<file path="src/hdl/kls_pkg.sv">
`timescale 1ns / 1ps
// Shared types and constants for the k-th largest sorted multiset block.
// No dependencies; every other file refers to it by scoped names.
package kls_pkg;

	localparam int CAPACITY = 64;
	localparam int KEY_W    = 32;
	localparam int CNT_W    = 7;
	localparam int IDX_W    = (CAPACITY > 1) ? $clog2(CAPACITY) : 1;
	localparam int GRP_SIZE = 8;
	localparam int GRP_N    = (CAPACITY + GRP_SIZE - 1) / GRP_SIZE;

	typedef logic signed [KEY_W-1:0] key_t;
	typedef logic [CNT_W-1:0]        cnt_t;
	typedef logic [IDX_W-1:0]        idx_t;

	localparam logic [1:0] OP_INSERT = 2'd0;
	localparam logic [1:0] OP_DELETE = 2'd1;
	localparam logic [1:0] OP_QUERY  = 2'd2;

	localparam logic [1:0] STAT_OK    = 2'd0;
	localparam logic [1:0] STAT_FULL  = 2'd1;
	localparam logic [1:0] STAT_RANGE = 2'd2;

	localparam cnt_t CAP_CNT = CNT_W'(CAPACITY);

	typedef enum logic [1:0] {
		CELL_HOLD,
		CELL_INSERT,
		CELL_SHIFT
	} cell_op_t;

	// command broadcast to every cell
	typedef struct packed {
		cell_op_t code;
		key_t     key;
	} cell_cmd_t;

	typedef enum logic [1:0] {
		S_IDLE,
		S_EXEC,
		S_READ,
		S_RESP
	} state_t;

endpackage

</file>
<file path="src/hdl/kls_cell.sv">
`timescale 1ns / 1ps
// One cell of the sorted row: holds one key and its valid flag.
// Depends on kls_pkg for key and command types.
module kls_cell (
	input  logic                clk,
	input  logic                arst_n,
	input  kls_pkg::cell_cmd_t  cmd,
	input  kls_pkg::key_t       left_key,
	input  logic                left_valid,
	input  logic                left_le,
	input  kls_pkg::key_t       right_key,
	input  logic                right_valid,
	output kls_pkg::key_t       cell_key,
	output logic                cell_valid,
	output logic                le,
	output logic                eq
);

	kls_pkg::key_t key_q;
	kls_pkg::key_t key_d;
	logic          valid_q;
	logic          valid_d;
	logic          ge;

	assign le = valid_q && (key_q <= cmd.key);
	assign ge = valid_q && (key_q >= cmd.key);
	assign eq = valid_q && (key_q == cmd.key);

	// insert: cells at or after the slot shift right; delete: cells at or after
	// the first match shift left, dropping one copy per cycle
	always_comb begin
		key_d   = key_q;
		valid_d = valid_q;
		case (cmd.code)
			kls_pkg::CELL_INSERT: begin
				if (!le) begin
					if (left_le) begin
						key_d   = cmd.key;
						valid_d = 1'b1;
					end else begin
						key_d   = left_key;
						valid_d = left_valid;
					end
				end
			end
			kls_pkg::CELL_SHIFT: begin
				if (ge) begin
					key_d   = right_key;
					valid_d = right_valid;
				end
			end
			default: begin
			end
		endcase
	end

	always_ff @(posedge clk) begin
		key_q <= key_d;
	end

	always_ff @(posedge clk or negedge arst_n) begin
		if (!arst_n) begin
			valid_q <= 1'b0;
		end else begin
			valid_q <= valid_d;
		end
	end

	assign cell_key   = key_q;
	assign cell_valid = valid_q;

endmodule

</file>
<file path="config.mk">
export PLATFORM = sky130hd
export DESIGN_NAME = kls_cell
export DESIGN_NICKNAME = d
export VERILOG_FILES = /design/src/hdl/kls_pkg.sv /design/src/hdl/kls_cell.sv
export SDC_FILE = /design/constraint.sdc
export NUM_CORES = 1
export LEC_CHECK = 0
export BUFFER_PORTS_ARGS = -buffer_cell sky130_fd_sc_hd__buf_4
export CAP_MARGIN = 10
export CORE_MARGIN = 2
export CORE_UTILIZATION = 45
export DETAILED_ROUTE_END_ITERATION = 6
export PLACE_DENSITY = 0.79
export SKIP_LAST_GASP = 1
export SYNTH_ARGS = -nofsm -noshare
export SYNTH_HDL_FRONTEND = slang
export SYNTH_SLANG_ARGS = --single-unit
</file>
<file path="constraint.sdc">
create_clock -name clk -period 4.3 [get_ports clk]
set_input_delay 0.645 -clock clk [delete_from_list [all_inputs] [get_ports clk]]
set_output_delay 0.645 -clock clk [all_outputs]
set_load 0.1 [all_outputs]
</file>
Word level (Yosys, flattened, before mapping)
Index checks and enable logic that the tools add are counted.

Register bits after elaboration: 33. Logic and storage cells: 22. Output and inout bits: 35. Input bits: 103.

Eq/ne operators: 5. Reduce and logical (&&, ||, !) cells: 5. $lt $le $gt $ge: 2. Mux-type cells: 8.

Operators with widths (number): 2-to-1 mux 32 bit (3); case mux 32 bit (2 select lines) (1); equality test 32 bit (1); greater-or-equal comparator 32 bit (1); less-or-equal comparator 32 bit (1); != test 2 bit (second input constant) (2); logical AND 1 bit (3); 2-to-1 mux 1 bit (3); AND reduction 3 bit (1); equality test 2 x 1 -> 1 bit (second input constant) (1); equality test 2 bit (second input constant) (1); case mux 1 bit (2 select lines) (1); nonzero test 2 bit (1).

Depth between registers and ports, before layout
Gate-level depths: netlist of run 1.

Depth after elaboration: 4. Depth in mapped cells: 9. Gate-level depth less buffers: 9.

Least setup slack after synthesis of run 1
Ideal clock, no wire load.

Path type: register to register. Start: register key_q[9], in the netlist cell_key[9]. End: register key_q[0], in the netlist cell_key[0], enable pin. Path slack: -0.200 ns. Arrival time: 4.059 ns. Path buffers: 0. Library setup time: 0.441 ns. Stages on the path, launching flop included: 9. Clock period less this slack: 4.500 ns. Data required time: 3.859 ns. Cell sequence: edfxtp_1 -> ha_1 -> a21o_1 -> a21o_1 -> a221oi_2 -> nor3b_1 -> a211o_1 -> xor2_1 -> a31oi_1.

Word-level cells in the longest chain between the ends: 4. Elaborated cells on any way between the ends: 7. Classes of those cells: order compare (2); eq/ne (2); reduce/logical (3).

Ends and longest elaborated chain: start, declared (line kls_cell.sv:19) `kls_pkg::key_t key_q;`; start signal, assigned (line kls_cell.sv:58) `key_q <= key_d;`; greater-or-equal comparator 32 bit / less-or-equal comparator 32 bit (equally long branches) (line kls_cell.sv:26, kls_cell.sv:25); logical AND 1 bit (on tied branches) (line kls_cell.sv:26, kls_cell.sv:25); != test 2 bit (no source line); AND reduction 3 bit (no source line) (*).

Mark *: on every way between the ends. The rest lies on a longest branch, timed or not. A chain may end at the register's enable or synchronous reset.

Worst setup path in the final report of run 1
Start: input cmd[27] (netlist name). End: output le.

Word-level cells in the longest chain between the ends: 2.

Ends and longest elaborated chain: start, declared (line kls_cell.sv:7) `input kls_pkg::cell_cmd_t cmd,`; less-or-equal comparator 32 bit (line kls_cell.sv:25) `assign le = valid_q && (key_q <= cmd.key);`; logical AND 1 bit (line kls_cell.sv:25); end, declared (line kls_cell.sv:15) `output logic le,`.

No other way between the ends.

==> results of run 1 <==
worst max-delay path: stages:
cell and delay, ns:
buf_4 0.08, inv_1 0.04, ha_1 0.32, nand4_2 0.15, nor4_1 0.43, nor3b_1 0.24
a211o_1 0.14, xor2_1 0.33, o21a_1 0.16, buf_4 0.28
worst max path at each step:
stage,endpoint,slack (ns)
6_report,le,0.83
2_1_floorplan,cell_key[0],0.44
3_3_place_gp,le,0.86
4_1_cts,le,0.80
5_1_grt,le,0.62
3_5_place_dp,le,0.82
stage by stage:
stage          power, uW  hold WS [ns]  cell area (sq um)  cells
2_1_floorplan       1270         0.349               2550    270
3_3_place_gp        1540         0.421               3670    470
3_5_place_dp        1550         0.423               3670    470
4_1_cts             1780         0.111               3750    478
5_1_grt             1850         0.103               3750    478
6_report            1770         0.119               3750    478
layer usage:
layer	vias to the layer above	share of wire [%]
met5	-	0
met4	0	1.6
met3	8	5.4
met2	78	53
met1	1084	40
li1	1234	-
kinds of logic (layout without fill, tap and decap cells):
family	Yosys count	after routing	share of synthesized area, %
buffers and inverters	46	182	6.80
flip-flops	33	33	38.8
AND/OR/NAND/NOR	63	63	11.5
XOR/XNOR	1	1	0.345
AO/OA/AOI/OAI	63	63	14.2
multiplexers	32	32	12.6
adder cells (fa/ha/maj)	32	32	15.8
sequential cells by signal (all words and copies together), names as in the netlist:
name,flops
cell_key,32
cell_valid,1
Yosys cell counts (all sizes together):
master	n	share of area, %
nand4	6	1.7
or2	1	0.25
a21o	2	0.59
a31oi	1	0.25
and2	1	0.25
a221oi	3	1.3
nor2	3	0.44
edfxtp	32	38
dfrtp	1	0.99
o21ai	39	7.7
nor3b	2	0.59
xor2	1	0.34
ha	32	16
a21oi	14	2.9
buf	3	0.44
nor2b	2	0.49
a211o	1	0.34
nand3	3	0.59
mux2i	32	13
nor3	1	0.20
a311o	1	0.39
nor4	2	0.49
clkbuf	8	1.2
nand2	41	6.1
a221o	1	0.44
and4	1	0.39
o21a	1	0.30
inv	35	5.2
layout make-up:
class / count / share of cell area [%]
timing repair buffer: 139 / 28.2
inverter: 35 / 3.50
sequential: 33 / 26.3
clock buffer: 6 / 1.94
clock inverter: 2 / 0.267
tap: 72 / 2.40
multi-input combinational: 191 / 37.4
where the power goes:
part / leakage (uW) / switching, uW / internal [uW]
Combinational: 0.00152 / 766 / 277
Sequential: 0.000312 / 46.5 / 453
Clock: 0.0000450 / 117 / 112
==> impl_results.md, run 1 <==
- Status: complete, no violations
- Setup violators final: 0
- FILL cells: 467
- Initial Util: 46.4%
- Area delta synth->final: 47.6%
- N_diodes: 0
- Inserted Clock Buffers: 5
- Final min period: 3.47 ns
- Worst-path clk slew: 0.07 ns
- Slew @ Worst Pin: 0.654 ns
- Max Clk Rate: 0.288 GHz
- Core area: 5470 sq um
- RR Endpoint: cell_key[29]
- Crit path launch type: input port
- GRT Overall Usage: 21.2%
- Total number of vias: 2,404
- Number of remaining DRC errors: 0
- Yosys warnings: 0
- Yosys reg bits: 33
- Global route hottest layer: met2
- CP Launch Point: cmd[27]
- M2 GR Usage: 38.5%
- Peak supply drop: 0.000263 V
- Commonest non-fill, non-tap cell in the layout: buf_4
- Post-Syn Area: 2540 sq um
- WL per Instance: 14.1 um
- Critical path type: in2out
- Initial antenna violation count: 0
- First drt pass iteration count: 4
- CP Capture Type: output pin
- TritonCTS clock tree: yes
- Die X-Extent: 79.1 um
- Starting DRT DRC Count: 98
- Num ports: 138
- Die area: 6260 sq um
- Chip height: 79.1 um
- Worst r2r src: cell_key[3]
- Place WS: 0.823 ns
- Placement row count: 27
- Global route overflow: 0
- CTS Root Cell: clkbuf_8
- Sinks on Clock Net: 33
- Clock Latency Late Sink: 0.29 ns
- Static Leak: 0.00188 uW
- Routed Antenna Nets: 0
- Critical Path Fanout Max: 3
- Hold/Removal Path Class: in2async
- Number of global-route vias before repair: 2,348
- RSZ-0062 raised after global routing: false
- Largest net degree at the start of global routing: 35
- CP arrival: 2.83 ns
- Fin util: 68.5%
- Multi-input logic area: 1400 sq um
- Max H-tree Level: 2
- # nets final: 540
- Post-CTS sizing: 0
- Post-Syn Nets: 405
- Syn_area_per_cell: 9.41 sq um
- Cell count of the worst reg-to-reg path: 8
- Worst setup margin: 0.829 ns
- Sequential area share after synthesis: 38.8%
- M1 GR Usage: 24.7%
- Slew HR: 56.3%
- Layout cell share with drive strength beyond 1: 37.9%
- Max_cap viols: 0
- Register Area: 986 sq um
- Req. time, crit path: 3.65 ns
- Clk buf depth: 2
- Fin. Hold Viols: 0
- Vias per std cell: 5.03
- Routability congestion estimate: 0.804
- Routing usage on met3: 5.00%
- Fin Clk Skew: 0.00600 ns
- Final max-slew violation count: 0
- Number of setup buffers added after CTS: 0
- Routed wire length: 6.72 mm
- Most frequent cells in the layout: buf_4 (138), nand2_1 (41), o21ai_0 (39)
- Post-Syn Instances: 270
- Synth unique cells: 31
- Pwr/cell area: 473 nW/um^2
- Final period util: 80.7%
- Port bufs: 137
- Worst reg2reg setup slack: 1.28 ns
- Hpwl dp: 5.45 mm
- Setup TNS Final: 0 ns
- Post-CTS Hold Buffers: 0
- First-pass GRT wire length: 10.4 mm
Power figures use the tool's default switching activity.
==> run 2, diff against run 1 <==
Settings changed: CORE_UTILIZATION 45 to 41, PLACE_DENSITY 0.79 to 0.75.
Clock period 4.3 ns to 3.1 ns, I/O delays scaled along.
==> run 2 against run 1 <==
Against the previous run:
- worst setup slack got worse by 0.72 ns
- via count increased by 2.1%
- critical path depth decreased by 1
- clock-buffer cell count unchanged
- critical path type is now reg2out
- critical endpoint unchanged
- largest power group unchanged
==> impl_results.md, run 2 (same netlist as run 1, synthesis figures left out) <==
- Fin Clk Skew: 0.00722 ns
- Total number of vias: 2,455
- Status: complete, no violations
- CP Capture Type: output pin
- Layout cell share with drive strength beyond 1: 40.1%
- Inserted Clock Buffers: 5
- Sw frac: 51.7%
- Initial Util: 42.6%
- Global route overflow: 0
- Placement row count: 28
- Max Clk Rate: 0.334 GHz
- Die X-Extent: 82.7 um
- Fin. Hold Viols: 0
- Static Leak: 0.00191 uW
- Clk buf depth: 2
- Hpwl dp: 5.60 mm
- Die area: 6840 sq um
- Post-route non-filler standard cell count: 486
- Number of global-route vias before repair: 2,345
- Routability congestion estimate: 0.770
- Largest net degree at the start of global routing: 37
- Logic pwr share: 60.3%
- Clock share of power: 12.1%
- Clock Latency Late Sink: 0.29 ns
- Hold/Removal Path Class: in2reg
- Final min period: 2.99 ns
- Num ports: 138
- Starting DRT DRC Count: 106
- Port bufs: 137
- GRT Overall Usage: 20.5%
- Cells along the critical path: ha_1 -> a21oi_1 -> o21ai_1 -> a221oi_1 -> o21ai_1 -> a211o_1 -> xor2_2 -> o21a_4 -> buf_8
- CTS Root Cell: clkbuf_8
- N_diodes: 0
- NetSw: 1310 uW
- First-pass GRT wire length: 10.6 mm
- Flip-flop count of the largest register after layout: 32
- Number of remaining DRC errors: 0
- Max_cap viols: 0
- Fin util: 65.2%
- Vias per std cell: 5.05
- Pwr/cell area: 655 nW/um^2
- Most frequent cells in the layout: buf_4 (141), nand2_1 (41), o21ai_0 (36)
- Area delta synth->final: 52.8%
- TritonCTS clock tree: yes
- Critical path type: reg2out
- Most frequent CP cell: o21ai_1
- # nets final: 546
- FILL cells: 511
- Slowest CP cell: edfxtp_1
- Final max-slew violation count: 0
- Slew @ Worst Pin: 0.564 ns
- Routed wire length: 6.93 mm
- Register share of total power: 27.5%
- Req. time, crit path: 2.63 ns
- Core area: 5960 sq um
- Commonest non-fill, non-tap cell in the layout: buf_4
- Sinks on Clock Net: 33
- Slowest stage delay, CP: 0.39 ns
- Slew HR: 62.4%
- Setup violators final: 0
- Worst-path clk slew: 0.07 ns
- CP arrival: 2.53 ns
- Crit path launch type: flip-flop
- Chip height: 82.7 um
- WL per Instance: 14.3 um
- Initial antenna violation count: 0
- Routed Antenna Nets: 0
- First drt pass iteration count: 4
- Max H-tree Level: 2
- Critical Path Fanout Max: 3
- Peak supply drop: 0.000407 V
- Final period util: 96.5%
- Cell total after placement: 477
- Int Pwr: 1230 uW
run 2: metal layers:
| layer | vias up | wire (um) | global-route usage [%] |
|---|---|---|---|
| li1 | 1248 | - | - |
| met1 | 1110 | 2810 | 23.9 |
| met2 | 80 | 3520 | 36.2 |
| met3 | 17 | 409 | 4.67 |
| met4 | 0 | 180 | 8.20 |
| met5 | - | 0 | 0 |
run 2: timing repair:
action                                 in CTS  in global routing
hold buffers                                1                  0
resized for setup                           1                  5
endpoints found under the hold margin       1                  0
pin swaps                                   0                  2
setup endpoints to repair                   1                  1
buffers inserted                            0                  1
run 2: area by class of cell:
cell class	instances	area (sq um)	share of cell area, %
inverters	35	131	3.38
clock buffers	6	72.6	1.87
clock inverters	1	3.75	0.0967
well taps	75	93.8	2.42
multi-input cells	191	1470	37.9
flip-flops and latches	33	986	25.4
repair buffers	145	1120	28.9
run 2: power by group through the flow:
stage	logic, uW	registers, uW	clock network, uW
2_1_floorplan	416	1380	0
3_3_place_gp	1500	702	0
3_5_place_dp	1510	708	0
4_1_cts	1520	699	316
5_1_grt	1620	710	336
6_report	1530	700	309
run 2: final timing paths:
| check | from | end | slack [ns] | cells after the start |
|---|---|---|---|---|
| max in group asynchronous | arst_n | cell_valid | 2.53 | 2 |
| worst min-delay path | right_key[19] | cell_key[19] | 0.45 | 3 |
| min in group asynchronous | arst_n | cell_valid | 0.49 | 2 |
| worst max register to register | cell_key[19] | cell_key[4] | 0.36 | 10 |
| worst min register to register | cell_valid | cell_valid | 0.85 | 1 |
| worst max-delay path | cell_key[19] | le | 0.11 | 9 |
run 2: critical path, delay by kind of cell (launching register included):
kind            cells  cell delay, ns
fa+ha+maj           1            0.32
flops               1            0.39
buf+inv             1            0.17
compound gates      6            1.20
xor+xnor            1            0.16
run 2: metrics by stage:
step	TNS (ns)	instance area, sq um	setup WS, ns	hold WS, ns	total power, uW
3_3_place_gp	0	3770	0.108	0.241	2200
4_1_cts	0	3860	0.0278	0.445	2540
5_1_grt	-0.0146	3880	-0.0146	0.447	2660
6_report	0	3880	0.107	0.448	2540
3_5_place_dp	0	3770	0.0827	0.243	2220
2_1_floorplan	-9.73	2610	-0.301	0.169	1790
==> run 3, diff against run 2 <==
Settings changed: CORE_MARGIN 2 to unset.
Clock period 3.1 ns to 2.5 ns, I/O delays scaled along.
==> run 3 against run 2 <==
Against the previous run:
- clock power grew 26%
- the flow now finishes with violations (negative setup slack)
- critical endpoint unchanged
- cell count grew 9.9%
- first-iteration DRC count shrank 46%
==> impl_results.md, run 3 (same netlist as run 1, synthesis figures left out) <==
- Status: complete, but fails checks
- Failing checks: negative setup slack
- Area delta synth->final: 75.4%
- Fin. Hold Viols: 0
- WL per Instance: 13.6 um
- Placement row count: 28
- Chip height: 80.7 um
- Min-delay src: right_key[26]
- Global route overflow: 0
- WP depth: 8
- Setup TNS Final: -5.83 ns
- Final max-slew violation count: 0
- Crit path buffers/inverters: 1
- Total number of vias: 2,634
- CTS Root Cell: clkbuf_8
- Max Clk Rate: 0.351 GHz
- Worst setup margin: -0.346 ns
- CP arrival: 2.47 ns
- Place WS: -0.332 ns
- Setup violators final: 34
- CP Capture Type: output pin
- Slew HR: 62.1%
- Starting DRT DRC Count: 57
- Cell total after placement: 515
- Slowest CP cell: edfxtp_1
- Post-route non-filler standard cell count: 534
- Routed Antenna Nets: 0
- WHS Path Cells: 3
- FILL cells: 444
- Max H-tree Level: 2
- Hpwl dp: 5.54 mm
- Critical Path Fanout Max: 3
- Number of remaining DRC errors: 0
- Slowest stage delay, CP: 0.41 ns
- RR Endpoint: cell_key[20]
- Flip-flop count of the largest register after layout: 32
- Routed wire length: 7.28 mm
- Final period util: 114%
- Clock Latency Late Sink: 0.28 ns
- Fin util: 74.8%
- Static Leak: 0.00217 uW
- Die X-Extent: 80.7 um
- Multi-input logic area: 1650 sq um
- TritonCTS clock tree: yes
- CP delay by family, top: compound AO/OA/AOI/OAI gates
- First-pass GRT wire length: 11.3 mm
- Initial antenna violation count: 0
- Hold/Removal Path Class: in2reg
- Peak supply drop: 0.000622 V
- # nets final: 593
- Number of global-route vias before repair: 2,614
- Die area: 6510 sq um
- Max_cap viols: 0
- Final min period: 2.85 ns
- Critical path type: reg2out
- Num ports: 138
- Initial Util: 42.6%
- Req. time, crit path: 2.12 ns
- Cells along the critical path: ha_1 -> and4_2 -> a221oi_2 -> nor3b_2 -> a211o_1 -> xor2_2 -> o21a_2 -> buf_12
- Most frequent cells in the layout: buf_4 (182), nand2_1 (41), o21ai_0 (36)
- Worst r2r src: cell_key[10]
- GRT Overall Usage: 23.0%
- Hold_ws: 0.364 ns
- Cell count of the worst reg-to-reg path: 10
- Crit path launch type: flip-flop
- Register Area: 986 sq um
- Worst-path clk slew: 0.08 ns
- Core area: 5960 sq um
- Worst reg2reg setup slack: -0.18 ns
- Routability congestion estimate: 0.762
- Vias per std cell: 4.93
- Fin Clk Skew: 0.0106 ns
- Inserted Clock Buffers: 5
- Port bufs: 137
- N_diodes: 0
- Largest net degree at the start of global routing: 35
- Clk buf depth: 2
- Slew @ Worst Pin: 0.569 ns
- RSZ-0062 raised after global routing: true
- First drt pass iteration count: 5
- Worst Hold End: cell_key[26]
- Pwr/cell area: 790 nW/um^2
- Commonest non-fill, non-tap cell in the layout: buf_4
- Sinks on Clock Net: 33
- Layout cell share with drive strength beyond 1: 50.3%
-- run 3: layout make-up --
| type | count | share of cell area [%] |
|---|---|---|
| sequential | 33 | 22.1 |
| multi-input combinational | 191 | 37.1 |
| clock inverter | 3 | 0.281 |
| clock buffer | 5 | 1.54 |
| timing repair buffer | 192 | 33.9 |
| inverter | 35 | 2.95 |
| tap | 75 | 2.11 |
-- run 3: worst min-delay path, delay by kind of cell --
| kind | cells | cell delay [ns] |
|---|---|---|
| simple gates | 1 | 0.03 |
| buf+inv | 1 | 0.08 |
| compound gates | 1 | 0.05 |
-- run 3: worst max path at each step --
stage / from / to / slack (ns)
6_report: cell_key[10] / le / -0.35
3_3_place_gp: cmd[19] / le / -0.29
3_5_place_dp: cmd[19] / le / -0.33
4_1_cts: cell_key[19] / le / -0.34
5_1_grt: cell_key[11] / le / -0.45
2_1_floorplan: cell_key[9] / cell_key[0] / -0.89
-- run 3: routing by layer --
| layer | vias up | part of all wire [%] | track usage [%] |
|---|---|---|---|
| met3 | 4 | 6.9 | 4.77 |
| met4 | 0 | 0.63 | 7.50 |
| met5 | - | 0 | 0 |
| met1 | 1191 | 41 | 26.1 |
| li1 | 1339 | - | - |
| met2 | 100 | 52 | 42.6 |
-- run 3: what timing repair did --
action	CTS	global route
gates resized for setup	23	13
buffers inserted	9	3
endpoints found under the setup margin	34	35
hold endpoints to repair	1	0
pin swaps	6	12
hold buffers	1	0
cloned	2	0
-- run 3: report_power, final --
part,leakage (uW),switching (uW),total [uW],internal (uW)
Clock,0.0000430,200,388,188
Combinational,0.00181,1420,2250,822
Sequential,0.000312,103,884,780
Total,0.00217,1730,3520,1790
-- run 3: stage by stage --
stage	total power (uW)	instance area, sq um
after CTS	3570	4430
after global placement	2870	4090
after global routing	3670	4450
final	3520	4450
after detailed placement	2900	4090
after floorplan	2250	2680
